--- src/seven_segment_two_wire_display_sender_top_assert.svh ---
// Assertion macros shared by the display sender modules.
`ifndef SEVEN_SEGMENT_TWO_WIRE_DISPLAY_SENDER_TOP_ASSERT_SVH
`define SEVEN_SEGMENT_TWO_WIRE_DISPLAY_SENDER_TOP_ASSERT_SVH
`ifndef SYNTHESIS
// Same-cycle implication, checked at every rising edge outside reset.
`define SSD_ASSERT_IMP(lbl, aclk, arst_n, ante, cons) \
  lbl: assert property (@(posedge aclk) disable iff (!arst_n) (ante) |-> (cons)) \
    else $error("display sender check failed");
// Next-cycle implication, checked at every rising edge outside reset.
`define SSD_ASSERT_NEXT(lbl, aclk, arst_n, ante, cons) \
  lbl: assert property (@(posedge aclk) disable iff (!arst_n) (ante) |=> (cons)) \
    else $error("display sender check failed");
`else
`define SSD_ASSERT_IMP(lbl, aclk, arst_n, ante, cons)
`define SSD_ASSERT_NEXT(lbl, aclk, arst_n, ante, cons)
`endif
`endif

--- src/ssd_pkg.sv ---
// Types, codes and the segment table of the display sender.
`default_nettype none
package ssd_pkg;

  // Request codes carried by the action field
  localparam logic [1:0] ACT_TICK   = 2'd0;
  localparam logic [1:0] ACT_DIGITS = 2'd1;
  localparam logic [1:0] ACT_TIME   = 2'd2;

  // Controller command bytes
  localparam logic [7:0] CMD_DATA  = 8'h40;
  localparam logic [7:0] CMD_ADDR  = 8'hC0;
  localparam logic [7:0] CMD_DISP  = 8'h8F;
  localparam logic [7:0] COLON_BIT = 8'b1000_0000;

  typedef logic [3:0][7:0] seg_bank_t;

  // Commands from the word pipeline to the pin sequencer
  typedef struct packed {
    logic load;
    logic step;
  } seq_cmd_t;

  // Pin levels and flags after one word
  typedef struct packed {
    logic clk_level;
    logic dio_level;
    logic busy;
    logic taken;
    logic ended;
  } seq_res_t;

  // Segment pattern of one digit code; codes 10, 14 and 15 are blank
  function automatic logic [7:0] seg_of(input logic [3:0] code);
    logic [7:0] pat;
    case (code)
      4'd0:    pat = 8'b0011_1111;
      4'd1:    pat = 8'b0000_0110;
      4'd2:    pat = 8'b0101_1011;
      4'd3:    pat = 8'b0100_1111;
      4'd4:    pat = 8'b0110_0110;
      4'd5:    pat = 8'b0110_1101;
      4'd6:    pat = 8'b0111_1101;
      4'd7:    pat = 8'b0000_0111;
      4'd8:    pat = 8'b0111_1111;
      4'd9:    pat = 8'b0110_1111;
      4'd11:   pat = 8'b0111_1001;
      4'd12:   pat = 8'b0101_1110;
      4'd13:   pat = 8'b0000_0110;
      default: pat = 8'b0000_0000;
    endcase
    return pat;
  endfunction

endpackage
`default_nettype wire

--- src/ssd_req_map.sv ---
// Turns a show request into the four segment bytes.
`default_nettype none
module ssd_req_map (
  input  wire logic            time_mode,
  input  wire logic [3:0]      digit0,
  input  wire logic [3:0]      digit1,
  input  wire logic [3:0]      digit2,
  input  wire logic [3:0]      digit3,
  input  wire logic            colon_on,
  input  wire logic [7:0]      minutes,
  input  wire logic [7:0]      seconds,
  output ssd_pkg::seg_bank_t   bank
);
  import ssd_pkg::*;

  logic [6:0]  min_sat;
  logic [6:0]  sec_sat;
  logic [14:0] min_prod;
  logic [14:0] sec_prod;
  logic [3:0]  min_tens;
  logic [3:0]  sec_tens;
  logic [3:0]  min_units;
  logic [3:0]  sec_units;
  logic [3:0]  code [4];
  logic        colon;

  // Saturate at 99
  assign min_sat = (minutes > 8'd99) ? 7'd99 : minutes[6:0];
  assign sec_sat = (seconds > 8'd99) ? 7'd99 : seconds[6:0];

  // Split into tens and units: x/10 == (x*205)>>11 for x below 100
  assign min_prod  = 15'(min_sat) * 15'd205;
  assign sec_prod  = 15'(sec_sat) * 15'd205;
  assign min_tens  = min_prod[14:11];
  assign sec_tens  = sec_prod[14:11];
  assign min_units = 4'(min_sat - 7'(min_tens) * 7'd10);
  assign sec_units = 4'(sec_sat - 7'(sec_tens) * 7'd10);

  // Choose the codes and colon of the mode
  always_comb begin
    if (time_mode) begin
      code[0] = min_tens;
      code[1] = min_units;
      code[2] = sec_tens;
      code[3] = sec_units;
      colon   = 1'b1;
    end else begin
      code[0] = digit0;
      code[1] = digit1;
      code[2] = digit2;
      code[3] = digit3;
      colon   = colon_on;
    end
  end

  // Look up the patterns and add the colon to the second digit
  assign bank[0] = seg_of(code[0]);
  assign bank[1] = seg_of(code[1]) | (colon ? COLON_BIT : 8'h00);
  assign bank[2] = seg_of(code[2]);
  assign bank[3] = seg_of(code[3]);

endmodule
`default_nettype wire

--- src/ssd_pin_seq.sv ---
// Pin sequencer: walks the three frames one pin write per step.
`default_nettype none
`include "seven_segment_two_wire_display_sender_top_assert.svh"
module ssd_pin_seq (
  input  wire logic          clk,
  input  wire logic          rst_n,
  input  wire ssd_pkg::seq_cmd_t  cmd,
  input  wire ssd_pkg::seg_bank_t bank,
  output logic               running,
  output ssd_pkg::seq_res_t  res
);
  import ssd_pkg::*;

  typedef enum logic [1:0] {PH_START, PH_BITS, PH_ACK, PH_STOP} phase_t;

  localparam logic [1:0] FRAME_LAST = 2'd2;

  phase_t    phase_r, phase_nxt;
  logic [1:0] frame_r, frame_nxt;
  logic [1:0] cnt_r, cnt_nxt;
  logic [2:0] bit_r, bit_nxt;
  logic [2:0] byte_r, byte_nxt;
  logic       running_r, running_nxt;
  logic       clk_pin_r, clk_pin_nxt;
  logic       dio_pin_r, dio_pin_nxt;
  seg_bank_t  seg_r, seg_nxt;
  logic [7:0] cur_byte;
  logic       last_byte;
  logic       ended;

  // Select the byte in flight
  always_comb begin
    case (byte_r)
      3'd0:    cur_byte = CMD_DATA;
      3'd1:    cur_byte = CMD_ADDR;
      3'd2:    cur_byte = seg_r[0];
      3'd3:    cur_byte = seg_r[1];
      3'd4:    cur_byte = seg_r[2];
      3'd5:    cur_byte = seg_r[3];
      default: cur_byte = CMD_DISP;
    endcase
  end

  // Last byte of its frame
  assign last_byte = (byte_r == 3'd0) || (byte_r == 3'd5) || (byte_r == 3'd6);

  // Advance the sequence by one pin write, or latch a new request
  always_comb begin
    phase_nxt   = phase_r;
    frame_nxt   = frame_r;
    cnt_nxt     = cnt_r;
    bit_nxt     = bit_r;
    byte_nxt    = byte_r;
    running_nxt = running_r;
    clk_pin_nxt = clk_pin_r;
    dio_pin_nxt = dio_pin_r;
    seg_nxt     = seg_r;
    ended       = 1'b0;
    if (cmd.load) begin
      seg_nxt     = bank;
      phase_nxt   = PH_START;
      frame_nxt   = 2'd0;
      cnt_nxt     = 2'd0;
      bit_nxt     = 3'd0;
      byte_nxt    = 3'd0;
      running_nxt = 1'b1;
    end else if (cmd.step) begin
      case (phase_r)
        PH_START: begin
          case (cnt_r)
            2'd0:    clk_pin_nxt = 1'b1;
            2'd1:    dio_pin_nxt = 1'b1;
            default: dio_pin_nxt = 1'b0;
          endcase
          if (cnt_r == 2'd2) begin
            cnt_nxt   = 2'd0;
            phase_nxt = PH_BITS;
          end else begin
            cnt_nxt = cnt_r + 2'd1;
          end
        end
        PH_BITS: begin
          case (cnt_r)
            2'd0:    clk_pin_nxt = 1'b0;
            2'd1:    dio_pin_nxt = cur_byte[bit_r];
            default: clk_pin_nxt = 1'b1;
          endcase
          if (cnt_r == 2'd2) begin
            cnt_nxt = 2'd0;
            if (bit_r == 3'd7) begin
              bit_nxt   = 3'd0;
              phase_nxt = PH_ACK;
            end else begin
              bit_nxt = bit_r + 3'd1;
            end
          end else begin
            cnt_nxt = cnt_r + 2'd1;
          end
        end
        PH_ACK: begin
          if (cnt_r == 2'd0) begin
            clk_pin_nxt = 1'b0;
            cnt_nxt     = 2'd1;
          end else begin
            clk_pin_nxt = 1'b1;
            cnt_nxt     = 2'd0;
            byte_nxt    = byte_r + 3'd1;
            phase_nxt   = last_byte ? PH_STOP : PH_BITS;
          end
        end
        default: begin
          case (cnt_r)
            2'd0:    clk_pin_nxt = 1'b0;
            2'd1:    dio_pin_nxt = 1'b0;
            2'd2:    clk_pin_nxt = 1'b1;
            default: dio_pin_nxt = 1'b1;
          endcase
          if (cnt_r == 2'd3) begin
            cnt_nxt   = 2'd0;
            phase_nxt = PH_START;
            if (frame_r == FRAME_LAST) begin
              frame_nxt   = 2'd0;
              byte_nxt    = 3'd0;
              running_nxt = 1'b0;
              ended       = 1'b1;
            end else begin
              frame_nxt = frame_r + 2'd1;
            end
          end else begin
            cnt_nxt = cnt_r + 2'd1;
          end
        end
      endcase
    end
  end

  // Hold sequencer state and pin levels
  always_ff @(posedge clk) begin
    if (!rst_n) begin
      phase_r   <= PH_START;
      frame_r   <= 2'd0;
      cnt_r     <= 2'd0;
      bit_r     <= 3'd0;
      byte_r    <= 3'd0;
      running_r <= 1'b0;
      clk_pin_r <= 1'b1;
      dio_pin_r <= 1'b1;
    end else begin
      phase_r   <= phase_nxt;
      frame_r   <= frame_nxt;
      cnt_r     <= cnt_nxt;
      bit_r     <= bit_nxt;
      byte_r    <= byte_nxt;
      running_r <= running_nxt;
      clk_pin_r <= clk_pin_nxt;
      dio_pin_r <= dio_pin_nxt;
    end
    seg_r <= seg_nxt;
  end

  assign running       = running_r;
  assign res.clk_level = clk_pin_nxt;
  assign res.dio_level = dio_pin_nxt;
  assign res.busy      = running_nxt;
  assign res.taken     = cmd.load;
  assign res.ended     = ended;

  // Idle always sits at the head of the first frame
  `SSD_ASSERT_IMP(a_idle_home, clk, rst_n, !running_r,
    (phase_r == PH_START) && (cnt_r == 2'd0) && (frame_r == 2'd0) && (byte_r == 3'd0))
  // A latched request starts the sequence
  `SSD_ASSERT_NEXT(a_load_runs, clk, rst_n, cmd.load, running_r)
  // The end only comes from the stop of the last frame
  `SSD_ASSERT_IMP(a_end_in_stop, clk, rst_n, ended,
    (phase_r == PH_STOP) && (frame_r == FRAME_LAST) && (cnt_r == 2'd3))

endmodule
`default_nettype wire

--- src/seven_segment_two_wire_display_sender_top.sv ---
// Top level of the display sender: word register, request mapping, sequencer, result register.
// A word held in the word register goes through the sequencer into the result register once that register is free.
// One word per cycle while the result register is not stalled; the sequencer takes one pin step per tick word.
// A full display update is one show word plus 203 tick words, so the link runs at the tick rate.
// Reset: synchronous active low; the sequencer pin levels go high, the sequencer is idle and both stages are empty.
`default_nettype none
`include "seven_segment_two_wire_display_sender_top_assert.svh"
module seven_segment_two_wire_display_sender_top (
  input  wire logic       clk,
  input  wire logic       rst_n,
  input  wire logic       in_valid,
  output logic            in_ready,
  input  wire logic [1:0] in_action,
  input  wire logic [3:0] in_digit0,
  input  wire logic [3:0] in_digit1,
  input  wire logic [3:0] in_digit2,
  input  wire logic [3:0] in_digit3,
  input  wire logic       in_colon_on,
  input  wire logic [7:0] in_minutes,
  input  wire logic [7:0] in_seconds,
  output logic            out_valid,
  input  wire logic       out_ready,
  output logic            out_clk_level,
  output logic            out_dio_level,
  output logic            out_busy_res,
  output logic            out_request_taken,
  output logic            out_sequence_end
);
  import ssd_pkg::*;

  logic       in_valid_r, in_valid_nxt;
  logic [1:0] action_r;
  logic [3:0] digit0_r, digit1_r, digit2_r, digit3_r;
  logic       colon_r;
  logic [7:0] minutes_r, seconds_r;
  logic       out_valid_r, out_valid_nxt;
  seq_res_t   out_r;
  logic       advance;
  logic       fire;
  logic       in_take;
  logic       busy;
  logic       is_show;
  seq_cmd_t   cmd;
  seg_bank_t  bank;
  seq_res_t   res;

  // Handshake: the result register frees the word register
  assign advance  = !out_valid_r || out_ready;
  assign fire     = in_valid_r && advance;
  assign in_ready = !in_valid_r || advance;
  assign in_take  = in_valid && in_ready;

  assign in_valid_nxt  = in_take ? 1'b1 : (fire ? 1'b0 : in_valid_r);
  assign out_valid_nxt = fire ? 1'b1 : (out_ready ? 1'b0 : out_valid_r);

  // Drop show words while running, step only while running
  assign is_show  = (action_r == ACT_DIGITS) || (action_r == ACT_TIME);
  assign cmd.load = fire && is_show && !busy;
  assign cmd.step = fire && (action_r == ACT_TICK) && busy;

  ssd_req_map u_map (
    .time_mode (action_r == ACT_TIME),
    .digit0    (digit0_r),
    .digit1    (digit1_r),
    .digit2    (digit2_r),
    .digit3    (digit3_r),
    .colon_on  (colon_r),
    .minutes   (minutes_r),
    .seconds   (seconds_r),
    .bank      (bank)
  );

  ssd_pin_seq u_seq (
    .clk     (clk),
    .rst_n   (rst_n),
    .cmd     (cmd),
    .bank    (bank),
    .running (busy),
    .res     (res)
  );

  // Hold the word and result stages
  always_ff @(posedge clk) begin
    if (!rst_n) begin
      in_valid_r  <= 1'b0;
      out_valid_r <= 1'b0;
    end else begin
      in_valid_r  <= in_valid_nxt;
      out_valid_r <= out_valid_nxt;
    end
    if (in_take) begin
      action_r  <= in_action;
      digit0_r  <= in_digit0;
      digit1_r  <= in_digit1;
      digit2_r  <= in_digit2;
      digit3_r  <= in_digit3;
      colon_r   <= in_colon_on;
      minutes_r <= in_minutes;
      seconds_r <= in_seconds;
    end
    if (fire) begin
      out_r <= res;
    end
  end

  assign out_valid         = out_valid_r;
  assign out_clk_level     = out_r.clk_level;
  assign out_dio_level     = out_r.dio_level;
  assign out_busy_res      = out_r.busy;
  assign out_request_taken = out_r.taken;
  assign out_sequence_end  = out_r.ended;

  // Loading and stepping never share a word
  `SSD_ASSERT_IMP(a_cmd_excl, clk, rst_n, 1'b1, !(cmd.load && cmd.step))
  // A finished sequence reports idle
  `SSD_ASSERT_IMP(a_end_idle, clk, rst_n, out_valid_r && out_r.ended, !out_r.busy)
  // A taken request reports busy and no end
  `SSD_ASSERT_IMP(a_taken_busy, clk, rst_n, out_valid_r && out_r.taken,
    out_r.busy && !out_r.ended)

endmodule
`default_nettype wire
--- config.mk ---
export PLATFORM = sky130hd
export DESIGN_NAME = seven_segment_two_wire_display_sender_top
export DESIGN_NICKNAME = d
export VERILOG_FILES = /design/src/ssd_pkg.sv /design/src/ssd_req_map.sv /design/src/ssd_pin_seq.sv /design/src/seven_segment_two_wire_display_sender_top.sv
export VERILOG_INCLUDE_DIRS = /design/src /design/src/src
export SDC_FILE = /design/constraint.sdc
export NUM_CORES = 1
export LEC_CHECK = 0
export ABC_CLOCK_PERIOD_IN_PS = 5100
export BUFFER_PORTS_ARGS = -buffer_cell sky130_fd_sc_hd__buf_4
export CAP_MARGIN = 20
export CORE_MARGIN = 2
export CORE_UTILIZATION = 36
export DETAILED_ROUTE_END_ITERATION = 16
export PLACE_DENSITY = 0.61
export SLEW_MARGIN = 10
export SYNTH_ARGS = -nofsm -noshare
export SYNTH_HDL_FRONTEND = slang
export SYNTH_SLANG_ARGS = --single-unit
--- constraint.sdc ---
create_clock -name clk -period 5.1 [get_ports clk]
set_input_delay 0.51 -clock clk [delete_from_list [all_inputs] [get_ports clk]]
set_output_delay 0.51 -clock clk [all_outputs]
set_load 0.005 [all_outputs]
# --- After elaboration in Yosys (flattened, before gate mapping) ---
# Memory sizes are Yosys's and may differ from the RTL's. A register that Yosys moved wholly into a read port is not among the register bits.
# Cells that the tools add are included.
classes:
  n_reduce_logical: 32
  mux: 48
  n_addsub: 6
  n_bitwise: 6
  order_cmp: 3
  mul: 4
  eq_ne: 19
ops:
  columns: ["operator", "count"]
  rows:
  - ["8-bit one-hot mux with 6 select lines", 1]
  - ["7-bit by 8-bit multiplier with 15-bit output, second input constant", 2]
  - ["1-bit 2-to-1 mux", 20]
  - ["2-bit 2-to-1 mux", 9]
  - ["8-bit by 7-bit > comparator with 1-bit output, second input constant", 2]
  - ["16-bit 2-to-1 mux", 1]
  - ["7-bit 2-to-1 mux", 2]
  - ["3-bit equality test, second input constant", 4]
  - ["3-bit 2-to-1 mux", 4]
  - ["2-bit equality test, second input constant", 5]
  - ["4-bit by 3-bit multiplier with 3-bit output, second input constant", 2]
  - ["8-bit 2-to-1 mux", 1]
  - ["8-bit OR", 1]
  - ["1-bit one-hot mux with 2 select lines", 4]
  - ["2-bit nonzero test", 4]
  - ["4-bit subtractor", 2]
  - ["3-bit by 1-bit adder with 3-bit output, second input constant", 2]
  - ["2-bit by 1-bit equality test with 1-bit output, second input constant", 3]
  - ["3-bit by 2-bit equality test with 1-bit output, second input constant", 2]
  - ["1-bit logical AND", 6]
  - ["2-bit zero test", 3]
  - ["2-bit by 1-bit inequality test with 1-bit output, second input constant", 3]
  - ["1-bit one-hot mux with 3 select lines", 2]
  - ["2-bit one-hot mux with 3 select lines", 1]
  - ["other kinds (18)", 32]
word_totals:
  inputBits: 39
  reg_bits: 89
  wordCells: 149
  n_memories: 4
  output_inout_bits: 7
  romBits: 448
memory_table:
  columns: ["memory", "depth", "width", "read_ports", "rd_clocked_by_memory_dff", "write_ports", "line_no", "text"]
  rows:
  - ["(name not given)", 16, 7, 1, 1, 0, "ssd_pkg.sv:36", "case (code)"]
  - ["(name not given)", 16, 7, 1, 1, 0, "ssd_pkg.sv:36", null]
  - ["(name not given)", 16, 7, 1, 0, 0, "ssd_pkg.sv:36", null]
  - ["(name not given)", 16, 7, 1, 1, 0, "ssd_pkg.sv:36", null]

# --- Depth between registers and ports, before layout ---
logic_depth:
  depth_word: 8
  depth_mapped: 26
  ltp_nobuf: 26

# --- Modules after synthesis ---
# Synthesis repeated with hierarchy kept, for this count alone.
unflattened:
  cells_unflattened: 663
  area_unflattened_um2: 6920.4
modules_own_cells:
  columns: ["mod", "n_inst", "seq_area_each_um2", "area_per_inst_um2", "cells_per_inst"]
  rows:
  - ["ssd_req_map", 1, 0.0, 3288.2, 406]
  - ["ssd_pin_seq", 1, 1261.2, 2278.4, 202]
  - ["seven_segment_two_wire_display_sender_top", 1, 1241.2, 1353.8, 55]

# --- Worst setup path after synthesis ---
# OpenSTA, ideal clock, no wires.
synth_path:
  path_type: "reg-to-reg"
  startpoint: "reg seconds_r[3]"
  endpoint: "reg u_seq.seg_r[24] (netlist name), data pin"
  arrival_ps: 5279
  n_path_buf: 1
  required_time_ps: 4950
  path_stages_with_launch: 23
  synth_period_minus_slack_ps: 5429
  setup_time_ps: 150
  slack_ps: -329
  cell_sequence: "edfxtp_1 > or3_1 > a31oi_1 > and2_1 > ha_1 > ha_1 > fa_1 > inv_1 > fa_1 > inv_1 > ha_1 > a21oi_1 > o311a_1 > mux2i_1 > nand2_1 > xnor2_1 > ha_1 > a31oi_1 > xor3_2 > mux2i_4 > buf_6 > mux2_4 > o22ai_2"
synth_via:
  elab_chain_cells: 6
synth_rtl:
  columns: ["item", "line_no", "text"]
  rows:
  - ["from (decl)", "seven_segment_two_wire_display_sender_top.sv:35", "logic [7:0] minutes_r, seconds_r;"]
  - ["from (signal assigned)", "seven_segment_two_wire_display_sender_top.sv:99", "seconds_r <= in_seconds;"]
  - ["8-bit by 7-bit > comparator with 1-bit output", "ssd_req_map.sv:29", "assign sec_sat = (seconds > 8'd99) ? 7'd99 : seconds[6:0];"]
  - ["7-bit 2-to-1 mux (*)", "ssd_req_map.sv:29", null]
  - ["7-bit by 8-bit multiplier with 15-bit output", "ssd_req_map.sv:33", "assign sec_prod = 15'(sec_sat) * 15'd205;"]
  - ["4-bit by 3-bit multiplier with 3-bit output", "ssd_req_map.sv:37", "assign sec_units = 4'(sec_sat - 7'(sec_tens) * 7'd10);"]
  - ["4-bit subtractor (*)", "ssd_req_map.sv:37", null]
  - ["16-bit 2-to-1 mux (*)", "ssd_req_map.sv:41", "if (time_mode) begin"]
  - ["to (decl)", "ssd_pin_seq.sv:26", "seg_bank_t seg_r, seg_nxt;"]
# Mark *: on every way between the ends. The rest lies on a longest branch, timed or not.
# A chain may end at the register's enable or synchronous reset.

# --- Worst setup path after layout ---
layout_path:
  startpoint: "reg seconds_r[2]"
  endpoint: "reg u_seq.seg_r[24] (netlist name), data pin"
# The elaborated chain is that of the path after synthesis.

==> metrics <==
first-pass iteration count of the detailed router 4; clock-pin slew on the worst setup and hold paths roughly 70 ps; vias in the first global route about 5300; R2R Path End u_seq.seg_r[24]; min Tclk post-route 5595 ps; layout cell share with drive strength beyond 1 a little over a third; Critical Path Start Type register; reg2reg start seconds_r[2]; Post-synth EDFFs 69; top-area cell type share of the netlist area 31.13%; FF-to-FF setup slack -490 ps; clock skew 11.29 ps; Post-Synthesis Cells 639; Mapped Area approximately 6700 sq um; top-count cell post-synth ha_1; initial DRC count ~220; post-route core utilization about half; nets@finish 934; Std-Cell Rows 49; P_leak ~3.8 nW; Clk Latency, worst-skew pair roughly 350 ps; total wire length 14.66 mm; maximum VDD drop around 0.29 mV; routed len/inst roughly 15 microns; Post-Syn Nets around 800; Hold Startpoint in_minutes[4]; setup TNS -3204 ps; Die Y ~140 microns; critical path class reg2reg; root buffer cell clkbuf_16; CTS buffer count 9; Avg Inst Size Synth around 10 sq um; Worst Path Max Fanout 5; IO Count 46; synth top area cells edfxtp_1 (31%), ha_1 (19%), dfxtp_1 (5.1%), fa_1 (4.8%), inv_1 (4.3%); hpwl dp 11.15 mm; Hold Slack roughly 330 ps; sequential cell area fraction in the yosys report around 36%; crit end category register; worst slew pin tran approximately 850 ps; cell type with the largest total area after synthesis edfxtp_1; R2R depth 25; RSZ-0062 raised after global routing yes; fmax ~0.18 GHz; Final Max Tran Viols 0; Crit path top cell by count inv_2; async set or reset register ratio after synthesis 0%; Arr. time, crit path slightly below 6000 ps; Synth Warn # 0; initial antenna violation count 0; Synth Flop Type edfxtp_1; DR vias/cell between 5 and 6; top cells by instance count after synthesis ha_1 (103), inv_1 (77), edfxtp_1 (69); CTS Buffer Depth 2; Initial Utilization 36.92%; Setup Slack @ Placement -517.6 ps; ANT nets after route 0; Tcrit/Tclk final 109.7%; Netlist cell types 66; Slowest cell on crit path fa_1; post-synthesis register bit count 86; # setup viols final 13; global-route wire length before repair about 24 mm; number of diodes 0; hold path depth 1; total track usage between 10% and 20%; Area Overhead vs Synth 33.99%; status finished with violations; max cap viols 0; routability cong. just under 0.9; Tightest Hold Check Type in2reg; Core Area 18020 sq um; biggest cell delay along the critical path roughly 480 ps; placed insts about 970; CTS tree built; H-tree Lvls 3; power per cell area between 300 and 400 nW/um^2; largest net degree at the start of global routing 36; Hold Path End minutes_r[4]; Die ar. approximately 20000 sq um; required arrival time at the worst endpoint ~5300 ps; total vias in the final route around 5200; Die X roughly 140 microns; worst rel slew slack 43.01%; Post-Layout Cell Count between 1000 and 1500; final setup margin -494.9 ps; Num Clock Sinks 86; total global routing overflow 0; final count of hold timing violations 0; # DRC 0; failing checks negative setup slack; port bufs 45
==> how the worst max path moves through the flow <==
stage                     slack, ps          from               to
final                          -490  seconds_r[2]  u_seq.seg_r[24]
after detailed placement       -520  seconds_r[2]  u_seq.seg_r[27]
after global placement         -280  seconds_r[2]  u_seq.seg_r[27]
after floorplan                -180  seconds_r[3]  u_seq.seg_r[28]
after global routing           -680  seconds_r[2]  u_seq.seg_r[24]
after CTS                      -420  seconds_r[2]  u_seq.seg_r[24]
==> metrics by stage <==
| step | power, W | area (sq um) |
|---|---|---|
| CTS | 0.002962 | 8539 |
| global route | 0.003384 | 8917 |
| finish | 0.003173 | 8917 |
| floorplan | 0.001670 | 6729 |
| global placement | 0.002052 | 7849 |
| detailed placement | 0.002108 | 7849 |
==> state kept, by name, indices dropped and copies added (netlist names), 2 cells and up <==
name and flops:
u_seq.seg_r 29, minutes_r 8, seconds_r 8, digit0_r 4, digit1_r 4, digit2_r 4
digit3_r 4, u_seq.bit_r 3, u_seq.byte_r 3, action_r 2, u_seq.cnt_r 2, u_seq.frame_r 2
u_seq.phase_r 2
==> final cells by class <==
type	count	area (sq um)
Clock inverter	6	55.05
Clock buffer	10	250.2
Inverter	77	301.5
Sequential cell	86	2412
Fill cell	1614	9107
Tap cell	229	286.5
Multi-Input combinational cell	460	4463
Timing Repair Buffer	142	1149
==> routing by layer <==
metal  routed length [microns]  share of wire [%]  track usage (%)
met4                       218                1.5            4.211
met3                       485                3.3            3.145
met5                         0                  0                0
met2                      7639                 52            27.27
met1                      6320                 43            17.86
==> cells in the final DEF (no fill, tap or decap), types with 4 or more instances in the layout <==
| cell type | instances |
|---|---|
| inv_1 | 61 |
| fa_1 | 14 |
| o21a_1 | 6 |
| mux2_4 | 7 |
| ha_4 | 12 |
| buf_6 | 14 |
| and2_1 | 5 |
| and3_1 | 5 |
| a211oi_1 | 7 |
| nor2_1 | 37 |
| o21ai_1 | 4 |
| mux2i_1 | 9 |
| nor2b_1 | 12 |
| inv_2 | 11 |
| nand2_1 | 32 |
| a21oi_2 | 13 |
| dfxtp_1 | 17 |
| edfxtp_1 | 69 |
| a21o_1 | 5 |
| inv_4 | 6 |
| nor2_2 | 4 |
| o31ai_1 | 5 |
| xnor2_2 | 5 |
| a21oi_1 | 30 |
| nand2b_1 | 4 |
| buf_4 | 126 |
| mux2_2 | 7 |
| o21ai_0 | 14 |
| mux2i_4 | 5 |
| o211ai_1 | 5 |
| a31oi_1 | 10 |
| ha_2 | 7 |
| nand3_1 | 10 |
| nor3_1 | 7 |
| xnor2_1 | 6 |
| clkbuf_16 | 11 |
| ha_1 | 84 |
==> timing repair <==
item                                    4_1_cts  5_1_grt
endpoints found under the setup margin       24       28
gates cloned                                  1        0
resized for setup                            50       79
buffers inserted                             17        8
hold buffers                                  0        0
pin swaps                                    17       21
==> kinds of logic after synthesis <==
group / count (synthesis) / synth area share, %
AO/OA/AOI/OAI: 145 / 15.06
XOR/XNOR: 18 / 3.027
adder cells (fa/ha/maj): 119 / 24.18
buffers and inverters: 93 / 5.490
flip-flops: 86 / 36.25
multiplexers: 31 / 5.471
AND/OR/NAND/NOR: 147 / 10.53
==> power by group <==
group / total (W) / internal (W) / switching (W) / leakage (nW)
Sequential: 0.000847 / 0.000827 / 0.0000195 / 0.784
Clock: 0.000670 / 0.000372 / 0.000298 / 0.153
Combinational: 0.00166 / 0.000901 / 0.000755 / 2.89
Total: 0.00317 / 0.00210 / 0.00107 / 3.83
==> critical path: cells and delay by family, from the launching register on <==
family | cells | cell delay (ps)
muxes | 3 | 760
buffers and inverters | 5 | 350
AOI/OAI and AO/OA | 6 | 1060
DFF | 1 | 380
xor gates and xnor gates | 2 | 470
and+or+nand+nor | 3 | 710
adders and majority gates | 6 | 1710
Note: power is estimated with default switching activity, not from simulation.
